`src/design/xmlas_pkg.sv`:
```
// Package for the XML attribute list scanner: scanner state, result kinds,
// character codes and the context and result structures shared by the modules.
// Depends on nothing.
`default_nettype none

package xmlas_pkg;

    localparam int MAX_ATTRS = 64;
    localparam int COUNT_W = 7;
    localparam int COUNT_MAX = (1 << COUNT_W) - 1;
    localparam logic [COUNT_W-1:0] COUNT_LIMIT =
        COUNT_W'((MAX_ATTRS > COUNT_MAX) ? COUNT_MAX : MAX_ATTRS);

    localparam int POS_W = 16;

    localparam logic [7:0] CH_GT    = 8'h3E;
    localparam logic [7:0] CH_SLASH = 8'h2F;
    localparam logic [7:0] CH_EQ    = 8'h3D;
    localparam logic [7:0] CH_QUOT  = 8'h22;
    localparam logic [7:0] CH_APOS  = 8'h27;
    localparam logic [7:0] CH_SP    = 8'h20;
    localparam logic [7:0] CH_TAB   = 8'h09;
    localparam logic [7:0] CH_CR    = 8'h0D;
    localparam logic [7:0] CH_LF    = 8'h0A;

    typedef enum logic [2:0] {
        ST_IDLE,
        ST_BETWEEN,
        ST_NAME,
        ST_QUOTE,
        ST_VALUE
    } t_scan_state;

    typedef enum logic [2:0] {
        K_PENDING,
        K_ATTR,
        K_DONE,
        K_NOQUOTE,
        K_UNTERM
    } t_kind;

    typedef struct packed {
        t_scan_state        state;
        logic               quote_single;
        logic [POS_W-1:0]   name_first;
        logic [POS_W-1:0]   name_last;
        logic [POS_W-1:0]   value_first;
        logic [COUNT_W-1:0] count;
    } t_scan_ctx;

    typedef struct packed {
        t_kind              kind;
        logic [POS_W-1:0]   name_first;
        logic [POS_W-1:0]   name_last;
        logic [POS_W-1:0]   value_first;
        logic [POS_W-1:0]   value_last;
        logic [COUNT_W-1:0] attr_count;
        logic [POS_W:0]     err_offset;
    } t_scan_res;

endpackage

`default_nettype wire

```
`src/design/xml_attribute_list_scanner.sv`:
```
// Each accepted byte goes into the input register, its result into the result
// register. One byte per cycle is taken while the output does not stall; the scanner
// context is updated as each byte passes from the input register to the result register.
// Reset (synchronous, active low) empties both registers and leaves the scanner
// finished and idle with a zero attribute count.
// Depends on xmlas_pkg and xmlas_step.
`default_nettype none

module xml_attribute_list_scanner
    import xmlas_pkg::*;
(
    input  wire                i_clk,
    input  wire                i_rst_n,
    input  wire                i_in_valid,
    output logic               o_in_stall,
    input  wire [7:0]          i_ch,
    input  wire [POS_W-1:0]    i_pos,
    input  wire [POS_W-1:0]    i_tag_end,
    input  wire                i_first,
    output logic               o_out_valid,
    input  wire                i_out_stall,
    output logic [2:0]         o_kind,
    output logic [POS_W-1:0]   o_name_first,
    output logic [POS_W-1:0]   o_name_last,
    output logic [POS_W-1:0]   o_value_first,
    output logic [POS_W-1:0]   o_value_last,
    output logic [COUNT_W-1:0] o_attr_count,
    output logic [POS_W:0]     o_err_offset
);

    logic             r_in_valid;
    logic [7:0]       r_ch;
    logic [POS_W-1:0] r_pos;
    logic [POS_W-1:0] r_tag_end;
    logic             r_first;

    t_scan_ctx r_ctx;
    t_scan_ctx n_ctx;
    t_scan_res n_res;
    t_scan_res r_res;
    logic      r_out_valid;

    logic move;
    logic in_take;

    assign move = r_in_valid && (!r_out_valid || !i_out_stall);
    assign o_in_stall = r_in_valid && !move;
    assign in_take = i_in_valid && !o_in_stall;

    xmlas_step u_step (
        .i_ctx     (r_ctx),
        .i_ch      (r_ch),
        .i_pos     (r_pos),
        .i_tag_end (r_tag_end),
        .i_first   (r_first),
        .o_ctx     (n_ctx),
        .o_res     (n_res)
    );

    always_ff @(posedge i_clk) begin
        if (!i_rst_n) begin
            r_in_valid <= 1'b0;
        end else if (in_take) begin
            r_in_valid <= 1'b1;
        end else if (move) begin
            r_in_valid <= 1'b0;
        end
    end

    always_ff @(posedge i_clk) begin
        if (in_take) begin
            r_ch <= i_ch;
            r_pos <= i_pos;
            r_tag_end <= i_tag_end;
            r_first <= i_first;
        end
    end

    always_ff @(posedge i_clk) begin
        if (!i_rst_n) begin
            r_ctx <= '{state: ST_IDLE, default: '0};
        end else if (move) begin
            r_ctx <= n_ctx;
        end
    end

    always_ff @(posedge i_clk) begin
        if (!i_rst_n) begin
            r_out_valid <= 1'b0;
        end else if (move) begin
            r_out_valid <= 1'b1;
        end else if (!i_out_stall) begin
            r_out_valid <= 1'b0;
        end
    end

    always_ff @(posedge i_clk) begin
        if (move) begin
            r_res <= n_res;
        end
    end

    assign o_out_valid = r_out_valid;
    assign o_kind = r_res.kind;
    assign o_name_first = r_res.name_first;
    assign o_name_last = r_res.name_last;
    assign o_value_first = r_res.value_first;
    assign o_value_last = r_res.value_last;
    assign o_attr_count = r_res.attr_count;
    assign o_err_offset = r_res.err_offset;

endmodule

`default_nettype wire

```
`src/design/xmlas_step.sv`:
```
// Next-state and result logic of the attribute list scanner for one byte.
// Depends on xmlas_pkg.
`default_nettype none

module xmlas_step
    import xmlas_pkg::*;
(
    input  var t_scan_ctx        i_ctx,
    input  wire [7:0]            i_ch,
    input  wire [POS_W-1:0]      i_pos,
    input  wire [POS_W-1:0]      i_tag_end,
    input  wire                  i_first,
    output t_scan_ctx            o_ctx,
    output t_scan_res            o_res
);

    always_comb begin
        t_scan_ctx      c;
        t_scan_res      r;
        logic           consumed;
        logic           is_space;
        logic [POS_W:0] pos_inc;
        logic [7:0]     close_quote;

        c = i_ctx;
        r = '0;
        r.kind = K_PENDING;
        consumed = 1'b0;
        pos_inc = {1'b0, i_pos} + (POS_W+1)'(1);
        is_space = (i_ch == CH_SP) || (i_ch == CH_TAB) || (i_ch == CH_CR) || (i_ch == CH_LF);
        close_quote = c.quote_single ? CH_APOS : CH_QUOT;

        if (i_first) begin
            c.count = '0;
            c.state = ST_BETWEEN;
        end

        unique case (c.state)
            ST_BETWEEN: begin
                if (is_space) begin
                    consumed = 1'b1;
                end else if (i_ch == CH_GT
                             || (i_ch == CH_SLASH && pos_inc == {1'b0, i_tag_end})) begin
                    r.kind = K_DONE;
                    c.state = ST_IDLE;
                end else begin
                    c.name_first = i_pos;
                    c.name_last = i_pos;
                    c.state = (i_ch == CH_EQ) ? ST_QUOTE : ST_NAME;
                    consumed = 1'b1;
                end
            end
            ST_NAME: begin
                if (i_ch == CH_EQ) begin
                    c.state = ST_QUOTE;
                end else begin
                    c.name_last = i_pos;
                end
                consumed = 1'b1;
            end
            ST_QUOTE: begin
                if (i_ch == CH_QUOT || i_ch == CH_APOS) begin
                    c.quote_single = (i_ch == CH_APOS);
                    c.value_first = i_pos;
                    c.state = ST_VALUE;
                    consumed = 1'b1;
                end else begin
                    r.kind = K_NOQUOTE;
                    r.err_offset = {1'b0, i_pos};
                    c.state = ST_IDLE;
                end
            end
            ST_VALUE: begin
                if (i_ch == close_quote) begin
                    r.kind = K_ATTR;
                    r.name_first = c.name_first;
                    r.name_last = c.name_last;
                    r.value_first = c.value_first;
                    r.value_last = i_pos;
                    if (c.count < COUNT_LIMIT) begin
                        c.count = c.count + COUNT_W'(1);
                    end
                    c.state = ST_BETWEEN;
                end
                consumed = 1'b1;
            end
            default: begin
                c.state = ST_IDLE;
            end
        endcase

        if (consumed && pos_inc > {1'b0, i_tag_end}) begin
            r.kind = K_UNTERM;
            r.name_first = '0;
            r.name_last = '0;
            r.value_first = '0;
            r.value_last = '0;
            r.err_offset = pos_inc;
            c.state = ST_IDLE;
        end

        r.attr_count = c.count;
        o_ctx = c;
        o_res = r;
    end

endmodule

`default_nettype wire

```
`config.mk`:
```
export PLATFORM = sky130hd
export DESIGN_NAME = xml_attribute_list_scanner
export DESIGN_NICKNAME = d
export VERILOG_FILES = /design/src/design/xmlas_pkg.sv /design/src/design/xml_attribute_list_scanner.sv /design/src/design/xmlas_step.sv
export SDC_FILE = /design/constraint.sdc
export NUM_CORES = 1
export LEC_CHECK = 0
export ABC_AREA = 1
export BUFFER_PORTS_ARGS = -buffer_cell sky130_fd_sc_hd__buf_2
export CORE_MARGIN = 10
export CORE_UTILIZATION = 44
export DETAILED_ROUTE_END_ITERATION = 8
export GPL_TIMING_DRIVEN = 0
export PLACE_DENSITY = 0.62
export SETUP_SLACK_MARGIN = 0.2
export SYNTH_ARGS = -nofsm -noshare
export SYNTH_HDL_FRONTEND = slang
export SYNTH_HIERARCHICAL = 1
export SYNTH_SLANG_ARGS = --single-unit
```
`constraint.sdc`:
```
create_clock -name i_clk -period 5.18 [get_ports i_clk]
set_input_delay 0 -clock i_clk [delete_from_list [all_inputs] [get_ports i_clk]]
set_output_delay 0 -clock i_clk [all_outputs]
set_load 0.01 [all_outputs]
```
# ---- Word-level counts from Yosys, hierarchy flattened
# Index checks and enable logic that the tools add are counted.
dict set report classes {
  reduce_logical 22
  mux 34
  eq_ne 19
  n_bitwise 4
  order_cmp 2
  add_sub_neg 2
}
# cell n
set ops {}
lappend ops {{65-bit 2-to-1 mux} 1}
lappend ops {{16-bit 2-to-1 mux} 4}
lappend ops {{8-bit by 6-bit == test with 1-bit output (second input constant)} 6}
lappend ops {{17-bit 2-to-1 mux} 2}
lappend ops {{16-bit case mux with 2 select lines} 1}
lappend ops {{7-bit 2-to-1 mux} 4}
lappend ops {{3-bit 2-to-1 mux} 9}
lappend ops {{8-bit by 4-bit == test with 1-bit output (second input constant)} 3}
lappend ops {{16-bit by 1-bit adder with 17-bit output (second input constant)} 1}
lappend ops {{17-bit by 16-bit == test with 1-bit output} 1}
lappend ops {{17-bit by 16-bit greater-than comparator with 1-bit output} 1}
lappend ops {{3-bit case mux with 4 select lines} 1}
lappend ops {{3-bit case mux with 3 select lines} 1}
lappend ops {{8-bit == test} 1}
lappend ops {{1-bit 2-to-1 mux} 8}
lappend ops {{7-bit by 1-bit adder with 7-bit output (second input constant)} 1}
lappend ops {{7-bit less-than comparator (second input constant)} 1}
lappend ops {{3-bit by 2-bit == test with 1-bit output (second input constant)} 2}
lappend ops {{1-bit logical OR} 6}
lappend ops {{2-bit != test (second input constant)} 3}
lappend ops {{1-bit logical AND} 5}
lappend ops {{5-bit AND reduction} 1}
lappend ops {{1-bit zero test} 4}
lappend ops {{2-bit 2-to-1 mux} 2}
lappend ops {{other kinds (10)} 14}
dict set report totals {
  reg_bits 193
  wordCells 102
}

# ---- Logic depth before layout (Yosys ltp)
dict set report logic_depth {
  ltp_word 9
  ltp_mapped 24
  ltp_nobuf 22
}

# ---- Modules after synthesis
# The synthesis kept the hierarchy.
# module seq_area_each_um2 instances area_each_um2 cells_each
set by_module_without_submodules {}
lappend by_module_without_submodules {xml_attribute_list_scanner 5185.0 1 6729.0 532}
lappend by_module_without_submodules {xmlas_step 0.0 1 3231.8 661}

# ---- Worst setup path before layout
# OpenSTA, ideal clock, no wires.
dict set report synth_timing {
  path_type {register -> register}
  startpoint {register r_in_valid}
  endpoint {register r_res (netlist bit o_attr_count[0]), enable pin}
  t_arrival_ns 5.107
  n_path_buf 2
  path_stages_with_launch 5
  setup_time_ns 0.571
  setup_slack_ns -0.498
  path_cell_list {dfxtp_1 -> buf_4 -> buf_2 -> inv_1 -> a21oi_1}
}
dict set report synth_between {
  elab_chain_len 1
}
# item line_no
set synth_rtl {}
lappend synth_rtl {{start: declaration} xml_attribute_list_scanner.sv:31} ;# logic r_in_valid;
lappend synth_rtl {{start signal: assignment} xml_attribute_list_scanner.sv:62} ;# r_in_valid <= 1'b0;
lappend synth_rtl {{start signal: assignment} xml_attribute_list_scanner.sv:64} ;# r_in_valid <= 1'b1;
lappend synth_rtl {{start signal: assignment} xml_attribute_list_scanner.sv:66} ;# r_in_valid <= 1'b0;
lappend synth_rtl {{1-bit logical AND} xml_attribute_list_scanner.sv:46} ;# assign move = r_in_valid && (!r_out_valid || !i_out_stall);
lappend synth_rtl {{named net move} xml_attribute_list_scanner.sv:43} ;# logic move;
lappend synth_rtl {{end signal: assignment} xml_attribute_list_scanner.sv:99} ;# r_res <= n_res;
lappend synth_rtl {{end: declaration} xml_attribute_list_scanner.sv:40} ;# t_scan_res r_res;
# The timed path passes the listed nets, and every way through them passes these cells.
# A chain may end at the register's enable or synchronous reset.

# ---- Worst setup path after layout
dict set report layout_timing {
  startpoint {register r_pos[0]}
  endpoint {register r_res (netlist bit o_name_last[1]) (data pin)}
}
dict set report layout_between {
  elab_chain_len 9
  word_cells_on_any_way 10
}
# item line_no
set layout_rtl {}
lappend layout_rtl {{start: declaration} xml_attribute_list_scanner.sv:33} ;# logic [POS_W-1:0] r_pos;
lappend layout_rtl {{start signal: assignment} xml_attribute_list_scanner.sv:73} ;# r_pos <= i_pos;
lappend layout_rtl {{16-bit by 1-bit adder with 17-bit output (*)} xmlas_step.sv:29} ;# pos_inc = {1'b0, i_pos} + (POS_W+1)'(1);
lappend layout_rtl {{17-bit by 16-bit == test with 1-bit output} xmlas_step.sv:43} ;# || (i_ch == CH_SLASH && pos_inc == {1'b0, i_tag_end})) begin
lappend layout_rtl {{1-bit logical AND} xmlas_step.sv:43}
lappend layout_rtl {{1-bit logical OR} xmlas_step.sv:43}
lappend layout_rtl {{1-bit 2-to-1 mux} xmlas_step.sv:42} ;# end else if (i_ch == CH_GT
lappend layout_rtl {{1-bit 2-to-1 mux} xmlas_step.sv:40} ;# if (is_space) begin
lappend layout_rtl {{1-bit case mux with 3 select lines} xmlas_step.sv:38} ;# unique case (c.state)
lappend layout_rtl {{1-bit logical AND (*)} xmlas_step.sv:92} ;# if (consumed && pos_inc > {1'b0, i_tag_end}) begin
lappend layout_rtl {{3-bit OR reduction (no line) (*)} --}
# Mark *: on every way between the ends. The rest lies on a longest branch, timed or not.

==> run_results.csv <==
group,metric,value,unit
sta,hold_viol_final,0,
die,dieWidth,170,um
die,dieArea,0.0291,sq mm
logic_synthesis,yosys_most_used_dff,"edfxtp_1",
detailed_routing,vias_per_cell,5.07,
logic_synthesis,yosys.area.top_type,"edfxtp_1",
logic_synthesis,yosysWarnings,6,
detailed_routing,drc_errors,0,
grt,grtUsageTotal,19.5,%
power_and_ir_drop,powerDensity,297,mW/mm^2
die,start_util,45.2,%
logic_synthesis,ys_seq_elements,193,
clock_network,tritoncts,"yes",
die,core,0.0220,sq mm
die,rows,54,
power_and_ir_drop,power,3.59,mW
detailed_routing,wire_per_inst,16.7,um
logic_synthesis,ys_seq_area_share,52.1,%
detailed_routing,wl,28200,um
grt,grt-ovfl-total,0,
cells_and_area,drive_above_1_share,19.6,%
grt,grt_pass1_vias,8239,
critical_path,arrival,3.89,ns
sta,worst_pin_slew,0.566,ns
detailed_routing,drt_iter0_drc,587,
logic_synthesis,synthCells,1193,
cells_and_area,syn_to_final_growth,21.4,%
critical_path,critPathCaptureType,"register",
sta,min_period,3.72,ns
cells_and_area,utilization,54.9,%
logic_synthesis,synth_most_common_cell,"nand2_1",
critical_path,worstPathCellList,"ha_1, nand3_2, nor2_1, nand2_1, xor2_1, inv_1, ha_1, nand2_1, nor2_1, nand4_1, a21oi_1, nand2_1, nand2_4, nand2_2, nor2_4, buf_2, nor2_1",
sta,skew,0.0144,ns
placed_design,place_hpwl,20200,um
grt,grt_pass1_wl,44400,um
critical_path,critical_path.max_fanout,10,
grt,antenna_found_initial,0,
detailed_routing,via_count,8559,
sta,tns,0,ns
sta,max-slew-margin-rel,62.2,%
logic_synthesis,syn_avg_cell_area,8.35,sq um
logic_synthesis,yosysTopAreaCellShare,39.8,%
sta,rsz0062_at_grt,"no",
grt,grt_start_max_net_pins,39,
clock_network,clock_sinks,193,
clock_network,numCtsBuffers,17,
run_status,status,"finished clean",
worst_hold_path,hold_class,"in2reg",
logic_synthesis,synth_edf_count,132,
logic_synthesis,synth.area.top_cells,"edfxtp_1 (40%), dfxtp_1 (12%), nand2_1 (11%)",
die,fp.dieH,170,um
sta,fmax,269,MHz
logic_synthesis,syn_nets,1256,
placed_design,globalplace.congestion,0.930,
sta,hold_slack,0.203,ns
power_and_ir_drop,p_leak,5.38,nW
critical_path,r2r_setup_slack,1.46,ns
clock_network,root_buffer,"clkbuf_16",
cells_and_area,n_antenna_cell,0,
sta,maxSlewViolCount,0,
critical_path,cp.required,5.36,ns
cells_and_area,fin_nets,1459,
die,ioPinCount,138,
power_and_ir_drop,irDropWorstVdd,197,uV
logic_synthesis,netlist_area,0.00996,sq mm
sta,setup_violations,0,
clock_network,ctsHtreeMaxLevel,4,
detailed_routing,first_pass_iters,5,
clock_network,ctsLongestPathBuffers,2,
logic_synthesis,synth_cell_types,36,
clock_network,clk_pin_slew,0.07,ns
logic_synthesis,synth.top_cells.by_count,"nand2_1 (289), nor2_1 (166), inv_1 (139)",
sta,min_period_over_period,71.8,%
logic_synthesis,synthArstFlopShare,0,%
detailed_routing,antenna_left,0,
critical_path,slowest_stage,"edfxtp_1",
critical_path,crit_type,"reg2reg",
critical_path,max_stage_delay,0.57,ns
critical_path,worstSetupStartpointType,"register",
clock_network,clock_latency,0.44,ns
placed_design,port_buffers,136,
flow_run,drv_cap,0,
## metal layers
metal / share of wire (%) / up-vias / track usage [%]
li1: - / 4272 / -
met1: 45 / 3942 / 25.8
met2: 45 / 290 / 30.5
met3: 6.8 / 55 / 3.75
met4: 2.7 / 0 / 8.24
met5: 0 / - / 0
## per-stage QoR
step	instances	worst slack (ns)	area [sq um]
after floorplan	1193	1.56	9960
after global placement	1609	0.448	11000
after detailed placement	1613	1.57	11100
after CTS	1689	1.53	12100
after global routing	1689	1.18	12100
final	1689	1.46	12100
## registers in the layout, summed over array words and instances, names as in the netlist, 3 cells and up
name           flops
o_name_last       16
r_ctx             59
r_pos             16
r_tag_end         16
o_value_first     16
o_value_last      16
r_ch               8
o_kind             3
o_err_offset      17
o_name_first      16
o_attr_count       7
## critical path: cells and delay by family, from the launching register on
family	cells	cell delay (ns)
adders and majority gates	2	0.60
xor gates and xnor gates	1	0.14
and+or+nand+nor	11	1.56
AOI/OAI and AO/OA	1	0.14
buffers and inverters	2	0.43
DFF	1	0.57
## path summary, 6_finish.rpt
path	depth (start not counted)	to	start
max	17	o_name_last[1]	r_pos[0]
min	4	r_ctx[33]	i_rst_n
max reg2reg	17	o_name_last[1]	r_pos[0]
min reg2reg	2	r_ctx[5]	r_ctx[5]
## report_power, final
group,switching [mW],internal (mW)
combinational,0.314,0.192
sequential,0.0550,1.73
clock,0.589,0.714
## timing repair
action                    in CTS  in global routing
hold buffers                  44                  0
gates resized for setup        0                  0
setup buffers                  0                  0
hold endpoints to repair      45                  0
## cell families after synthesis
group                    synth area share (%)
AO/OA/AOI/OAI                            6.54
XOR/XNOR                                 1.49
adder cells (fa/ha/maj)                  2.26
buffers and inverters                    10.7
flip-flops                               52.1
AND/OR/NAND/NOR                          26.9
## cell usage in the layout (no fill, tap or decap), drive strengths merged
cell type and instances:
nand2 296, buf 207, nor2 180, inv 152, edfxtp 132, nand3 106
a21oi 79, dfxtp 61, dlygate4sd3 44, nand4 34, clkbuf 30, ha 18
o21ai 17, a22oi 16, xor2 14, clkinv 6, nor3 3, xnor2 3
clkinvlp 2, bufinv 2, o21a 1, o21bai 1, a21o 1, and3 1
o31ai 1, a31oi 1, nor4 1
## area by class of cell
class                           count  area (sq um)
Fill cell                        2066          9930
Sequential cell                   193          5180
Multi-Input combinational cell    773          3720
Timing Repair Buffer              184          1200
Inverter                          150           563
Buffer                             77           504
Clock buffer                       20           437
Tap cell                          280           350
Clock inverter                     12           134
Note: power is estimated with default switching activity, not from simulation.
